$ cat src/hw/rtl/ile_pkg.sv
package ile_pkg;

    localparam int CAPACITY_DEF   = 16;
    localparam int DATA_WIDTH_DEF = 32;

    // Fixed field widths of the request and result streams.
    localparam int MODE_W   = 2;
    localparam int POS_W    = 5;
    localparam int VALUE_W  = 32;
    localparam int STATUS_W = 2;
    localparam int COUNT_W  = 5;
    localparam int TDATA_W  = 40;

    localparam logic [MODE_W-1:0] MODE_INSERT = 2'd0;
    localparam logic [MODE_W-1:0] MODE_DELETE = 2'd1;
    localparam logic [MODE_W-1:0] MODE_READ   = 2'd2;

    localparam logic [STATUS_W-1:0] STATUS_OK        = 2'd0;
    localparam logic [STATUS_W-1:0] STATUS_BAD_POS   = 2'd1;
    localparam logic [STATUS_W-1:0] STATUS_LIST_FULL = 2'd2;

    // Command broadcast to every cell of the row.
    typedef struct packed {
        logic             ins_en;
        logic             del_en;
        logic [POS_W-1:0] pos;
    } cell_ctrl_t;

endpackage

$ cat src/hw/rtl/ile_cell.sv
module ile_cell #(
    parameter int DATA_WIDTH = 32,
    parameter int CMP_W      = 5,
    parameter int IDX        = 0
) (
    input  logic                   clk,
    input  ile_pkg::cell_ctrl_t    ctrl,
    input  logic [DATA_WIDTH-1:0]  in_value,
    input  logic [DATA_WIDTH-1:0]  prev_data,
    input  logic [DATA_WIDTH-1:0]  next_data,
    output logic [DATA_WIDTH-1:0]  data,
    output logic [DATA_WIDTH-1:0]  rd_term
);
    import ile_pkg::*;

    localparam logic [CMP_W-1:0] MY_IDX = CMP_W'(IDX);

    logic [DATA_WIDTH-1:0] data_reg;
    logic [DATA_WIDTH-1:0] data_next;
    logic [CMP_W-1:0]      pos_ext;

    assign pos_ext = CMP_W'(ctrl.pos);

    // An insert pulls from the left neighbor past the position, a delete from the right.
    always_comb
    begin
        data_next = data_reg;
        if (ctrl.ins_en)
        begin
            if (MY_IDX == pos_ext)
            begin
                data_next = in_value;
            end
            else if (MY_IDX > pos_ext)
            begin
                data_next = prev_data;
            end
        end
        else if (ctrl.del_en && (MY_IDX >= pos_ext))
        begin
            data_next = next_data;
        end
    end

    always_ff @(posedge clk)
    begin
        data_reg <= data_next;
    end

    assign data    = data_reg;
    assign rd_term = (MY_IDX == pos_ext) ? data_reg : '0;

endmodule

$ cat src/hw/rtl/indexed_list_engine_unit.sv
// A request's result is registered at the edge that accepts it and is on m_tdata right after.
// Throughput: one request per cycle unless a held output stalls s_tready; each request is done
// when the row of cells shifts, so the next may follow at once while the output is drained.
// Reset (rst_n low, asynchronous) empties the list and drops the output valid;
// the cell contents are not cleared.
module indexed_list_engine_unit #(
    parameter int CAPACITY   = ile_pkg::CAPACITY_DEF,
    parameter int DATA_WIDTH = ile_pkg::DATA_WIDTH_DEF
) (
    input  logic                        clk,
    input  logic                        rst_n,
    input  logic                        s_tvalid,
    output logic                        s_tready,
    // mode[1:0], position[6:2], value[38:7], zero pad [39]
    input  logic [ile_pkg::TDATA_W-1:0] s_tdata,
    output logic                        m_tvalid,
    input  logic                        m_tready,
    // read_value[31:0], status[33:32], entry_count[38:34], zero pad [39]
    output logic [ile_pkg::TDATA_W-1:0] m_tdata
);
    import ile_pkg::*;

    localparam int CNT_W = $clog2(CAPACITY + 1);
    localparam int CMP_W = (CNT_W > POS_W) ? CNT_W : POS_W;

    logic [MODE_W-1:0]     mode;
    logic [POS_W-1:0]      position;
    logic [VALUE_W-1:0]    value;
    logic [63:0]           value_wide;
    logic [DATA_WIDTH-1:0] store_word;

    logic                  accept;
    logic [CNT_W-1:0]      count_reg;
    logic [CNT_W-1:0]      count_next;
    logic [CMP_W-1:0]      pos_ext;
    logic [CMP_W-1:0]      cnt_ext;
    logic                  full;
    logic                  ins_ok;
    logic                  del_ok;
    logic                  rd_ok;
    logic [STATUS_W-1:0]   status;
    cell_ctrl_t            ctrl;

    logic [DATA_WIDTH-1:0] cell_data [CAPACITY];
    logic [DATA_WIDTH-1:0] rd_terms  [CAPACITY];
    logic signed [DATA_WIDTH-1:0] rd_word;
    logic [63:0]           rd_wide;
    logic [VALUE_W-1:0]    read_value;

    logic                  m_tvalid_reg;
    logic [VALUE_W-1:0]    read_value_reg;
    logic [STATUS_W-1:0]   status_reg;
    logic [COUNT_W-1:0]    entry_count_reg;

    assign mode       = s_tdata[1:0];
    assign position   = s_tdata[6:2];
    assign value      = s_tdata[38:7];
    assign value_wide = {{32{value[31]}}, value};
    assign store_word = value_wide[DATA_WIDTH-1:0];

    assign s_tready = !m_tvalid_reg || m_tready;
    assign accept   = s_tvalid && s_tready;

    assign pos_ext = CMP_W'(position);
    assign cnt_ext = CMP_W'(count_reg);
    assign full    = (count_reg == CNT_W'(CAPACITY));

    always_comb
    begin
        ins_ok = 1'b0;
        del_ok = 1'b0;
        rd_ok  = 1'b0;
        status = STATUS_OK;
        case (mode)
            MODE_INSERT:
            begin
                if (pos_ext > cnt_ext)
                begin
                    status = STATUS_BAD_POS;
                end
                else if (full)
                begin
                    status = STATUS_LIST_FULL;
                end
                else
                begin
                    ins_ok = 1'b1;
                end
            end
            MODE_DELETE:
            begin
                if (pos_ext >= cnt_ext)
                begin
                    status = STATUS_BAD_POS;
                end
                else
                begin
                    del_ok = 1'b1;
                end
            end
            MODE_READ:
            begin
                if (pos_ext >= cnt_ext)
                begin
                    status = STATUS_BAD_POS;
                end
                else
                begin
                    rd_ok = 1'b1;
                end
            end
            default:
            begin
                status = STATUS_BAD_POS;
            end
        endcase
    end

    assign ctrl.ins_en = accept && ins_ok;
    assign ctrl.del_en = accept && del_ok;
    assign ctrl.pos    = position;

    always_comb
    begin
        count_next = count_reg;
        if (ins_ok)
        begin
            count_next = count_reg + CNT_W'(1);
        end
        else if (del_ok)
        begin
            count_next = count_reg - CNT_W'(1);
        end
    end

    genvar gi;
    generate
        for (gi = 0; gi < CAPACITY; gi++)
        begin : g_cell
            logic [DATA_WIDTH-1:0] prev_d;
            logic [DATA_WIDTH-1:0] next_d;
            if (gi == 0)
            begin : g_first
                assign prev_d = '0;
            end
            else
            begin : g_mid_l
                assign prev_d = cell_data[gi-1];
            end
            if (gi == CAPACITY - 1)
            begin : g_last
                assign next_d = '0;
            end
            else
            begin : g_mid_r
                assign next_d = cell_data[gi+1];
            end

            ile_cell #(
                .DATA_WIDTH (DATA_WIDTH),
                .CMP_W      (CMP_W),
                .IDX        (gi)
            ) u_cell (
                .clk       (clk),
                .ctrl      (ctrl),
                .in_value  (store_word),
                .prev_data (prev_d),
                .next_data (next_d),
                .data      (cell_data[gi]),
                .rd_term   (rd_terms[gi])
            );
        end
    endgenerate

    // Only the addressed cell drives a nonzero term onto the read bus.
    always_comb
    begin
        rd_word = '0;
        for (int i = 0; i < CAPACITY; i++)
        begin
            rd_word = rd_word | rd_terms[i];
        end
    end

    assign rd_wide    = 64'(rd_word);
    assign read_value = rd_ok ? rd_wide[VALUE_W-1:0] : '0;

    always_ff @(posedge clk or negedge rst_n)
    begin
        if (!rst_n)
        begin
            count_reg    <= '0;
            m_tvalid_reg <= 1'b0;
        end
        else
        begin
            if (accept)
            begin
                count_reg    <= count_next;
                m_tvalid_reg <= 1'b1;
            end
            else if (m_tready)
            begin
                m_tvalid_reg <= 1'b0;
            end
        end
    end

    always_ff @(posedge clk)
    begin
        if (accept)
        begin
            read_value_reg  <= read_value;
            status_reg      <= status;
            entry_count_reg <= COUNT_W'(count_next);
        end
    end

    assign m_tvalid = m_tvalid_reg;
    assign m_tdata  = {1'b0, entry_count_reg, status_reg, read_value_reg};

endmodule

$ cat config.mk
export PLATFORM = sky130hd
export DESIGN_NAME = indexed_list_engine_unit
export DESIGN_NICKNAME = d
export VERILOG_FILES = /design/src/hw/rtl/ile_pkg.sv /design/src/hw/rtl/ile_cell.sv /design/src/hw/rtl/indexed_list_engine_unit.sv
export SDC_FILE = /design/constraint.sdc
export NUM_CORES = 1
export LEC_CHECK = 0
export BUFFER_PORTS_ARGS = -buffer_cell sky130_fd_sc_hd__buf_2
export CELL_PAD_IN_SITES_DETAIL_PLACEMENT = 1
export CELL_PAD_IN_SITES_GLOBAL_PLACEMENT = 1
export CORE_AREA = 2 2 323 325
export DETAILED_ROUTE_END_ITERATION = 16
export DIE_AREA = 0 0 325 327
export PLACE_DENSITY = 0.49
export SYNTH_ARGS = -nofsm -noshare
export SYNTH_HDL_FRONTEND = slang
export SYNTH_SLANG_ARGS = --single-unit
$ cat constraint.sdc
create_clock -name clk -period 5.5 [get_ports clk]
set_clock_uncertainty 0.1 [all_clocks]
set_input_delay 1.1 -clock clk [delete_from_list [all_inputs] [get_ports clk]]
set_output_delay 1.1 -clock clk [all_outputs]
set_load 0.03 [all_outputs]
==> results of run 1 <==
-- per-layer routing --
| metal | track usage | wire (um) |
|---|---|---|
| met1 | 0.349 | 61500 |
| met4 | 0.0781 | 4080 |
| met2 | 0.406 | 63200 |
| met5 | 0 | 30 |
| met3 | 0.0440 | 8780 |
-- worst max path at each step --
stage          startpoint                              endpoint  slack [ps]  cells past startpoint
3_3_place_gp   s_tdata[6]   g_cell[9].u_cell.data[14]$_DFFE_PP_        1090                     10
6_report       s_tdata[6]  g_cell[14].u_cell.data[25]$_DFFE_PP_        1710                      9
5_1_grt        s_tdata[6]      read_value_reg[28]$_SDFFCE_PN0P_        1500                      8
3_5_place_dp   s_tdata[6]   g_cell[9].u_cell.data[14]$_DFFE_PP_        1070                     10
2_1_floorplan    m_tready   g_cell[12].u_cell.data[0]$_DFFE_PP_          20                      5
4_1_cts        s_tdata[6]   g_cell[0].u_cell.data[10]$_DFFE_PP_        1710                      5
-- critical path, stage by stage --
cell	delay, ps
buf_2	400
ha_1	350
o211ai_1	120
a21oi_2	100
o21ai_0	370
nand3_1	130
buf_4	240
a21oi_4	860
buf_12	290
-- logic make-up (layout without fill, tap and decap cells) --
logic type / Yosys count / count (layout)
simple gates: 1362 / 1362
compound gates: 824 / 824
flops: 557 / 557
buf+inv: 305 / 328
mux: 129 / 129
fa+ha+maj: 11 / 11
xor+xnor: 6 / 6
other cells: 1 / 4
-- where the power goes --
part	switching, mW	internal (mW)	leakage, nW
clock	1.96	2.63	1.07
sequential	0.102	4.85	5.07
combinational	0.885	0.355	5.60
-- per-stage QoR --
step | std cells | worst slack (ps)
2_1_floorplan | 3195 | 18.7
3_3_place_gp | 4476 | 1090
3_5_place_dp | 4476 | 1070
4_1_cts | 4598 | 1710
5_1_grt | 4600 | 1500
6_report | 4601 | 1710
-- final cells by class --
| class | instances | area [um^2] | area share |
|---|---|---|---|
| repair buffers | 195 | 1570 | 0.0452 |
| diodes | 3 | 7.51 | 0.000216 |
| flip-flops and latches | 557 | 16700 | 0.480 |
| clock inverters | 29 | 191 | 0.00551 |
| clock buffers | 93 | 1990 | 0.0572 |
| inverters | 11 | 42.5 | 0.00122 |
| well taps | 1380 | 1730 | 0.0497 |
| multi-input cells | 2333 | 12500 | 0.361 |
-- cell usage in the layout, fill, tap and decap left out, types with 6 or more instances in the layout --
cell | netlist | layout
a21oi_1 | 42 | 38
a221oi_1 | 70 | 70
a22o_1 | 70 | 70
a22oi_1 | 114 | 114
a31oi_1 | 346 | 346
and2_4 | 0 | 7
and3_1 | 25 | 24
buf_12 | 0 | 25
buf_2 | 125 | 83
buf_4 | 61 | 87
clkbuf_1 | 97 | 16
clkbuf_16 | 0 | 77
clkinv_1 | 0 | 11
clkinv_2 | 0 | 14
dfrtp_1 | 6 | 6
edfxtp_1 | 551 | 551
ha_1 | 11 | 11
inv_1 | 10 | 9
mux2i_1 | 129 | 129
nand2_1 | 914 | 904
nand2_2 | 1 | 11
nand4_1 | 18 | 18
nor2_1 | 350 | 346
o21ai_0 | 131 | 131
o21ai_1 | 38 | 38
xnor2_1 | 6 | 6
==> flow_summary.toml, run 1 <==
[clocking]
insertion_delay_ps = 640
cts_sinks = 557
cts_tree = "built"
clock-root-buffer = "clkbuf_16"
numCtsBuffers = 73
ctsHoldBuffers = 0
cts_buffer_depth = 3
htree_levels = 3
postCtsSetupBuffers = 0
cts_resized = 0
clkTransAtPathRegs_ps = 60

[status]
status = "finished clean"

[synthesis]
synth_top_cells_by_count = "nand2_1 (914), edfxtp_1 (551), nor2_1 (350)"
syn_nets = 3250
synthSimpleGateAreaFrac = 0.177
synthesis.area_um2 = 30700
yosys.area_share.adder = 0.00449
synth_top_area_cell = "edfxtp_1"
ys.warnings.count = 0
synth_compound_area_frac = 0.177
syn_inst = 3195
synth_top_family_by_area = "simple AND/OR/NAND/NOR gates"
synth_mux_area_frac = 0.0421
yosysMostFrequentCell = "nand2_1"
ys_async_sr_fraction = 0.0108
synth-xor-area-share = 0.00171
ys_seq_area_frac = 0.545
synth_edf_count = 551
synth-seq-cells = 557
yosys-top-cells-area = "edfxtp_1 (54%), nand2_1 (11%), a31oi_1 (7.1%)"
synth_top_cell_area_share = 0.540
synthFlopType = "edfxtp_1"
syn_area_per_cell_um2 = 9.59
netlist-cell-type-count = 56

[setup_path]
reg2reg_depth = 9
r2r_slack_ps = 1930
crit_arrival_ps = 4010
cp.required_ps = 5720
setup.worst_path.end_class = "flop"
critPathMaxFanout = 17
worst_setup_path_start_kind = "input pin"
crit_type = "input pin to flop"
worstReg2RegStart = "cnt_ext[2]$_DFFE_PN0P_"
r2r_end = "g_cell[14].u_cell.data[25]$_DFFE_PP_"

[grt]
grt_pass1_wl_um = 197000
grt_pass1_vias = 27144
grt_max_degree = 148
grt_use_total = 0.253
grt_overflow = 0
antenna_found_initial = 6

[die]
core_area_um2 = 103000
die_y_um = 327
die_w_um = 325
die-area_um2 = 106000
rows = 118
start_util = 0.298
num_io_pins = 86

[layout]
fillCellCount = 11648
drive_above_1_share = 0.108
fin_area_um2 = 34800
fin_util = 0.338
largest_reg_flops = 512
fin_nets = 3226
area_growth_pct = 13.4

[timing]
hold_slack_ps = 188
maxSlewHeadroom = 0.257
fmaxAchievable_mhz = 264
worst-slew-pin-transition_ps = 1110
report.final.hold_viol_count = 0
period_share = 0.689
period_needed_ps = 3790
setup_viol = 0
rsz0062_at_grt = "no"
drv_slew = 0
tns_ps = 0

[worst_hold_path]
worstHoldPathType = "input pin to asynchronous set/reset pin"

[place]
portBuffers = 83
place_hpwl_um = 80100
gp_congestion = 0.799
dpl_cell_area_um2 = 32600

[pwr]
ir_drop_mv = 0.178
power_mw = 10.8
powerDensity_nw_per_um2 = 310
total_leakage_power_nw = 11.8

[detailed_routing]
drc = 0
first_iter_violations = 2424
drt-total-wl_um = 138000
wire_per_inst_um = 29.9
drt_first_pass_iters = 7
ant_nets = 0
via_count = 26638
routed_via_density = 5.79

[flow_run]
drv_cap = 0
Note: power is estimated with default switching activity, not from simulation.
==> run 2: changes to the inputs <==
--- a/config.mk
+++ b/config.mk
@@ -5,13 +5,14 @@
 export SDC_FILE = /design/constraint.sdc
 export NUM_CORES = 1
 export LEC_CHECK = 0
+export ABC_AREA = 1
 export BUFFER_PORTS_ARGS = -buffer_cell sky130_fd_sc_hd__buf_2
 export CELL_PAD_IN_SITES_DETAIL_PLACEMENT = 1
 export CELL_PAD_IN_SITES_GLOBAL_PLACEMENT = 1
-export CORE_AREA = 2 2 323 325
+export CORE_AREA = 2 2 331 333
 export DETAILED_ROUTE_END_ITERATION = 16
-export DIE_AREA = 0 0 325 327
-export PLACE_DENSITY = 0.49
+export DIE_AREA = 0 0 333 335
+export PLACE_DENSITY = 0.52
 export SYNTH_ARGS = -nofsm -noshare
 export SYNTH_HDL_FRONTEND = slang
 export SYNTH_SLANG_ARGS = --single-unit
==> constraint.sdc (replaced) <==
create_clock -name clk -period 3.18 [get_ports clk]
set_clock_uncertainty 0.1 [all_clocks]
set_input_delay 0.636 -clock clk [delete_from_list [all_inputs] [get_ports clk]]
set_output_delay 0.636 -clock clk [all_outputs]
set_load 0.03 [all_outputs]
==> run 2 against run 1 <==
Register-to-register slack got worse by 1700 ps. Synthesized cell count increased by 25%. Die area increased by 5.0%. Synthesized area increased by 5.1%. Count of clock-buffer cells in the layout increased by 4. Highest routed layer unchanged. Sequential power increased by 72%. Hold slack got worse by 6.6 ps. Critical path type is now flop to flop. Largest cell class unchanged.
==> flow_summary.toml, run 2 <==
[synthesis]
yosysMostFrequentCell = "nand2_1"
synth_edf_count = 551
ys_seq_area_frac = 0.518
syn_inst = 3987
syn_area_per_cell_um2 = 8.08
synth_top_area_cell = "edfxtp_1"
yosys-top-cells-area = "edfxtp_1 (51%), nand2_1 (16%), o21ai_0 (9.3%)"
synth_top_cell_area_share = 0.513
synthFlopType = "edfxtp_1"
synth-seq-cells = 557
netlist-cell-type-count = 31
synthesis.area_um2 = 32200
ys_async_sr_fraction = 0.0108
ys.warnings.count = 0
syn_nets = 4042
synth_top_cells_by_count = "nand2_1 (1368), o21ai_0 (597), edfxtp_1 (551)"

[layout]
largest_reg_flops = 512
drive_above_1_share = 0.107
fillCellCount = 12843
layout_commonest_cell = "nand2_1"
fin_nets = 4112
final_cell_mix = "nand2_1 (1364), o21ai_0 (596), edfxtp_1 (551)"
area_growth_pct = 17.9
multiInputGateArea_um2 = 12700
seq_area_um2 = 16700

[clocking]
cts_sinks = 557
insertion_delay_ps = 650
clock-root-buffer = "clkbuf_16"
numCtsBuffers = 73
cts_tree = "built"
htree_levels = 3
clkTransAtPathRegs_ps = 50
cts_buffer_depth = 3

[pwr]
total_leakage_power_nw = 15.3
ir_drop_mv = 0.410
powerDensity_nw_per_um2 = 504
power_mw = 19.2

[setup_path]
reg2reg_depth = 13
crit_arrival_ps = 3150
cp.required_ps = 3380
setup.worst_path.end_class = "flop"
worstReg2RegStart = "cnt_ext[4]$_DFFE_PN0P_"
r2r_slack_ps = 240
crit_type = "flop to flop"
critPathMaxFanout = 24
r2r_end = "g_cell[6].u_cell.data[18]$_DFFE_PP_"
worst_setup_path_start_kind = "flop"

[detailed_routing]
routed_via_density = 5.21
drt-total-wl_um = 138000
first_iter_violations = 2124
wire_per_inst_um = 24.9
drc = 0
ant_nets = 0
via_count = 28799
drt_first_pass_iters = 5

[worst_hold_path]
min_from = "m_tready"
worstHoldPathType = "input pin to flop"
hold_end = "m_tvalid$_DFFE_PN0P_"
hold_depth = 4

[place]
portBuffers = 83
gp_congestion = 0.775
place_hpwl_um = 87300
dp_slack_ps = -28.9

[die]
core_area_um2 = 108000
die_w_um = 333
die-area_um2 = 112000
start_util = 0.298
die_y_um = 335
rows = 121
num_io_pins = 86

[timing]
period_needed_ps = 2940
drv_slew = 0
setup_viol = 0
period_share = 0.926
fmaxAchievable_mhz = 340
report.final.hold_viol_count = 0
worst-slew-pin-transition_ps = 781
maxSlewHeadroom = 0.474
rsz0062_at_grt = "no"
finalWorstSetupSlack_ps = 236

[grt]
grt_max_degree = 48
grt_use_total = 0.244
grt_pass1_wl_um = 201000
grt_overflow = 0
grt_pass1_vias = 28702
antenna_found_initial = 10

[status]
status = "finished clean"

[flow_run]
drv_cap = 0
run 2: logic make-up (layout without fill, tap and decap cells):
group           Yosys count  after routing  synth area share
simple gates           1677           1677             0.205
buf+inv                 715            836            0.0976
flops                   557            557             0.518
other cells               1              5          0.000116
compound gates         1020           1020             0.174
fa+ha+maj                11             11           0.00427
xor+xnor                  6              6           0.00163
run 2: through the flow:
step | utilization | cell area [um^2] | hold WS [ps] | setup TNS [ps] | cells
after floorplan | - | 32400 | 240 | -34540 | 3987
after global placement | 0.331 | 35800 | 385 | -19.5 | 5395
after detailed placement | 0.331 | 35800 | 394 | -603 | 5395
after CTS | 0.351 | 38000 | 135 | 0 | 5522
after global routing | 0.351 | 38000 | 227 | 0 | 5522
final | 0.351 | 38000 | 182 | 0 | 5526
run 2: worst max path at each step:
stage,from,end,slack [ps],cells past startpoint
after CTS,cnt_ext[4]$_DFFE_PN0P_,g_cell[6].u_cell.data[30]$_DFFE_PP_,160,13
after global routing,cnt_ext[4]$_DFFE_PN0P_,g_cell[6].u_cell.data[18]$_DFFE_PP_,20,13
final,cnt_ext[4]$_DFFE_PN0P_,g_cell[6].u_cell.data[18]$_DFFE_PP_,240,13
after global placement,s_tdata[4],g_cell[6].u_cell.data[18]$_DFFE_PP_,-4,13
after floorplan,s_tdata[6],g_cell[11].u_cell.data[0]$_DFFE_PP_,-160,11
after detailed placement,s_tdata[4],g_cell[6].u_cell.data[18]$_DFFE_PP_,-30,13
run 2: layout make-up:
cell class              count  area share
well taps                1414      0.0466
clock buffers              97      0.0521
clock inverters            29     0.00504
inverters                 419      0.0417
flip-flops and latches    557       0.439
repair buffers            291      0.0817
diodes                      4    0.000263
multi-input cells        2715       0.333
run 2: worst max-delay path, cell delays in order, from the launching register on:
cell and delay [ps]:
dfrtp_1 420, inv_1 120, ha_1 320, nand2_2 110, inv_1 60, nand2_1 80, nand3_1 120, nand2_2 110
nand3_4 60, nand2_1 200, nand3_1 100, buf_4 190, nor3_4 250, buf_12 320
run 2: timing repair:
action	in CTS	in global routing
hold buffers	1	0
buffers inserted	0	0
hold endpoints to repair	6	0
gates resized for setup	0	0
run 2: power by group:
group / switching [mW] / internal [mW] / leakage [nW]
clock: 3.45 / 4.51 / 1.06
sequential: 0.126 / 8.41 / 5.09
combinational: 1.84 / 0.829 / 9.12
run 2: layer usage:
layer	GRT usage	share of wire	vias to the layer above
met4	0.0523	0.016	6
li1	-	-	13551
met1	0.349	0.48	14514
met2	0.394	0.46	586
met3	0.0320	0.048	142
met5	0	0.00025	-
==> run 3: changes to the inputs <==
--- a/config.mk
+++ b/config.mk
@@ -9,10 +9,11 @@
 export BUFFER_PORTS_ARGS = -buffer_cell sky130_fd_sc_hd__buf_2
 export CELL_PAD_IN_SITES_DETAIL_PLACEMENT = 1
 export CELL_PAD_IN_SITES_GLOBAL_PLACEMENT = 1
-export CORE_AREA = 2 2 331 333
+export CORE_AREA = 2 2 370 372
 export DETAILED_ROUTE_END_ITERATION = 16
-export DIE_AREA = 0 0 333 335
-export PLACE_DENSITY = 0.52
+export DIE_AREA = 0 0 372 374
+export PLACE_DENSITY = 0.54
 export SYNTH_ARGS = -nofsm -noshare
 export SYNTH_HDL_FRONTEND = slang
+export SYNTH_HIERARCHICAL = 1
 export SYNTH_SLANG_ARGS = --single-unit
==> run 3 against run 2 <==
Count of clock-buffer cells in the layout down 2. Clock power increased by 7.7%. Critical path type unchanged. Largest power group unchanged. Sequential share of layout area down 8.8 points. Critical endpoint is now g_cell[5].u_cell/data[29]$_DFFE_PP_. Highest routed layer unchanged. Final cell count is 44% higher.
==> flow_summary.toml, run 3 <==
[status]
status = "finished clean"

[layout]
fin_nets = 6173
layout_commonest_cell = "nand2_1"
final_cell_mix = "nand2_1 (1635), inv_1 (1573), nand3_1 (681)"
insertedDiodeCount = 0
fin_util = 0.352
seq_area_um2 = 16700
multiInputGateArea_um2 = 16300
fillCellCount = 16811
drive_above_1_share = 0.101
area_growth_pct = 18.2
largest_reg_flops = 512

[clocking]
cts_tree = "built"
insertion_delay_ps = 680
postCtsSetupBuffers = 0
htree_levels = 3
cts_resized = 0
clock-root-buffer = "clkbuf_16"
numCtsBuffers = 78
cts_buffer_depth = 3
cts_sinks = 557
clkTransAtPathRegs_ps = 60

[synthesis]
ys.warnings.count = 6
synthFlopType = "edfxtp_1"
yosys-top-cells-area = "edfxtp_1 (41%), nand2_1 (15%), inv_1 (15%)"
yosysMostFrequentCell = "nand2_1"
netlist-cell-type-count = 36
ys_async_sr_fraction = 0.0108
synth-seq-cells = 557
synth_top_cells_by_count = "nand2_1 (1636), inv_1 (1575), nand3_1 (684)"
synth_edf_count = 551
syn_inst = 5917
ys_seq_area_frac = 0.415
synth_top_area_cell = "edfxtp_1"
syn_area_per_cell_um2 = 6.79
synthesis.area_um2 = 40200
synth_top_cell_area_share = 0.412

[timing]
worst-slew-pin-transition_ps = 779
setup_viol = 0
drv_slew = 0
fmaxAchievable_mhz = 347
period_share = 0.906
hold_slack_ps = 161
report.final.hold_viol_count = 0
period_needed_ps = 2880
rsz0062_at_grt = "no"
maxSlewHeadroom = 0.476
finalWorstSetupSlack_ps = 298

[pwr]
total_leakage_power_nw = 25.3
powerDensity_nw_per_um2 = 437
ir_drop_mv = 0.409

[grt]
grt_use_total = 0.211
antenna_found_initial = 2
grt_overflow = 0
grt_max_degree = 57
grt_pass1_wl_um = 228000
grt_pass1_vias = 37385

[setup_path]
crit_buf_inv = 5
reg2reg_depth = 15
critPathMaxFanout = 32
crit_type = "flop to flop"
path_delay_family = "buffers and inverters"
crit_top_cell = "nand2_1"
cpPeakStageDelay_ps = 420
cp.required_ps = 3510
setup.worst_path.end_class = "flop"
crit_arrival_ps = 3210
slowest_stage = "dfrtp_1"
worst_setup_path_start_kind = "flop"
cp_cell_sequence = "inv_1 > ha_4 > nand2_1 > nand2_1 > a21oi_2 > nand2_2 > nand2_2 > nand3_4 > nor2_4 > buf_12 > buf_4 > inv_1 > buf_12 > nand2_1 > nand2_1"
r2r_slack_ps = 300
path_depth = 15

[die]
die-area_um2 = 139000
die_w_um = 372
die_y_um = 374
num_io_pins = 86
core_area_um2 = 135000
start_util = 0.298
rows = 135

[place]
place_hpwl_um = 117000
gp_congestion = 0.788
dp_slack_ps = -53.6
portBuffers = 83

[detailed_routing]
wl_met2_um = 63400
drt_first_pass_iters = 5
via_count = 36156
met3WireLength_um = 4760
ant_nets = 0
first_iter_violations = 1977
wire_per_inst_um = 18.4
routed_via_density = 4.54
drc = 0
highest_layer = "met5"
wl_met1_um = 76500
drt-total-wl_um = 147000

[flow_run]
drv_cap = 0

[worst_hold_path]
hold_depth = 4
worstHoldPathType = "input pin to flop"
## run 3: changes by cell type after synthesis, moves of 34 or more
cell,change
inv_1,+1171
o21ai_0,-593
nand3_1,+589
nor2_1,+364
nand4_1,+304
nand2_1,+268
o22ai_1,-156
nor4_1,+129
o21ai_1,-116
buf_2,+110
o211ai_1,-100
clkbuf_1,-60
a21oi_1,-34
## run 3: power by group
| group | total (mW) | leakage (nW) | switching, mW | internal, mW |
|---|---|---|---|---|
| Combinational | 3.57 | 19.0 | 2.39 | 1.18 |
| Clock | 8.57 | 1.18 | 3.66 | 4.91 |
| Sequential | 8.64 | 5.08 | 0.179 | 8.46 |
| Total | 20.8 | 25.3 | 6.24 | 14.5 |
## run 3: through the flow
| step | total power, mW | std cells | setup TNS (ps) | cell area (um^2) |
|---|---|---|---|---|
| 3_5_place_dp | 12.4 | 7818 | -158 | 45100 |
| 2_1_floorplan | 10.9 | 5981 | -24220 | 40700 |
| 5_1_grt | 21.7 | 7957 | 0 | 47500 |
| 3_3_place_gp | 12.3 | 7818 | -168 | 45100 |
| 6_report | 20.8 | 7957 | 0 | 47500 |
| 4_1_cts | 21.1 | 7957 | 0 | 47500 |
## run 3: final timing paths
kind,end,from
worst max-delay path,g_cell[5].u_cell/data[29]$_DFFE_PP_,cnt_ext[4]$_DFFE_PN0P_
worst min-delay path,m_tvalid$_DFFE_PN0P_,m_tready
worst max register to register,g_cell[5].u_cell/data[29]$_DFFE_PP_,cnt_ext[4]$_DFFE_PN0P_
worst min register to register,m_tvalid$_DFFE_PN0P_,m_tvalid$_DFFE_PN0P_
max in group asynchronous,cnt_ext[3]$_DFFE_PN0P_,rst_n
min in group asynchronous,cnt_ext[4]$_DFFE_PN0P_,rst_n
## run 3: final cells by class
type                            instances  share of cell area
Sequential cell                       557               0.351
Multi-Input combinational cell       3489               0.343
Inverter                             1591               0.126
Timing Repair Buffer                  401              0.0831
Tap cell                             1781              0.0469
Clock buffer                           95              0.0442
Clock inverter                         43             0.00595
## run 3: kinds of logic after synthesis
group / count (synthesis) / share of synthesized area
DFF: 557 / 0.415
buffers and inverters: 1935 / 0.192
xor gates and xnor gates: 4 / 0.000871
AOI/OAI and AO/OA: 51 / 0.0157
and+or+nand+nor: 3358 / 0.372
other: 1 / 0.0000933
adders and majority gates: 11 / 0.00342
## run 3: what timing repair did
action / in CTS / in global routing
endpoints found under the setup margin: 0 / 0
hold buffers: 1 / 0
endpoints found under the hold margin: 6 / 0
## run 3: worst reg2reg max path, delay by kind of cell, from the launching register on
family / cells / cell delay (ps)
compound gates: 1 / 150
flops: 1 / 420
buf+inv: 5 / 1050
fa+ha+maj: 1 / 240
simple gates: 8 / 690
## run 3: metal layers
layer / vias up / GRT usage
li1: 18568 / -
met1: 16995 / 0.318
met2: 473 / 0.324
met3: 118 / 0.0207
met4: 2 / 0.0423
met5: - / 0
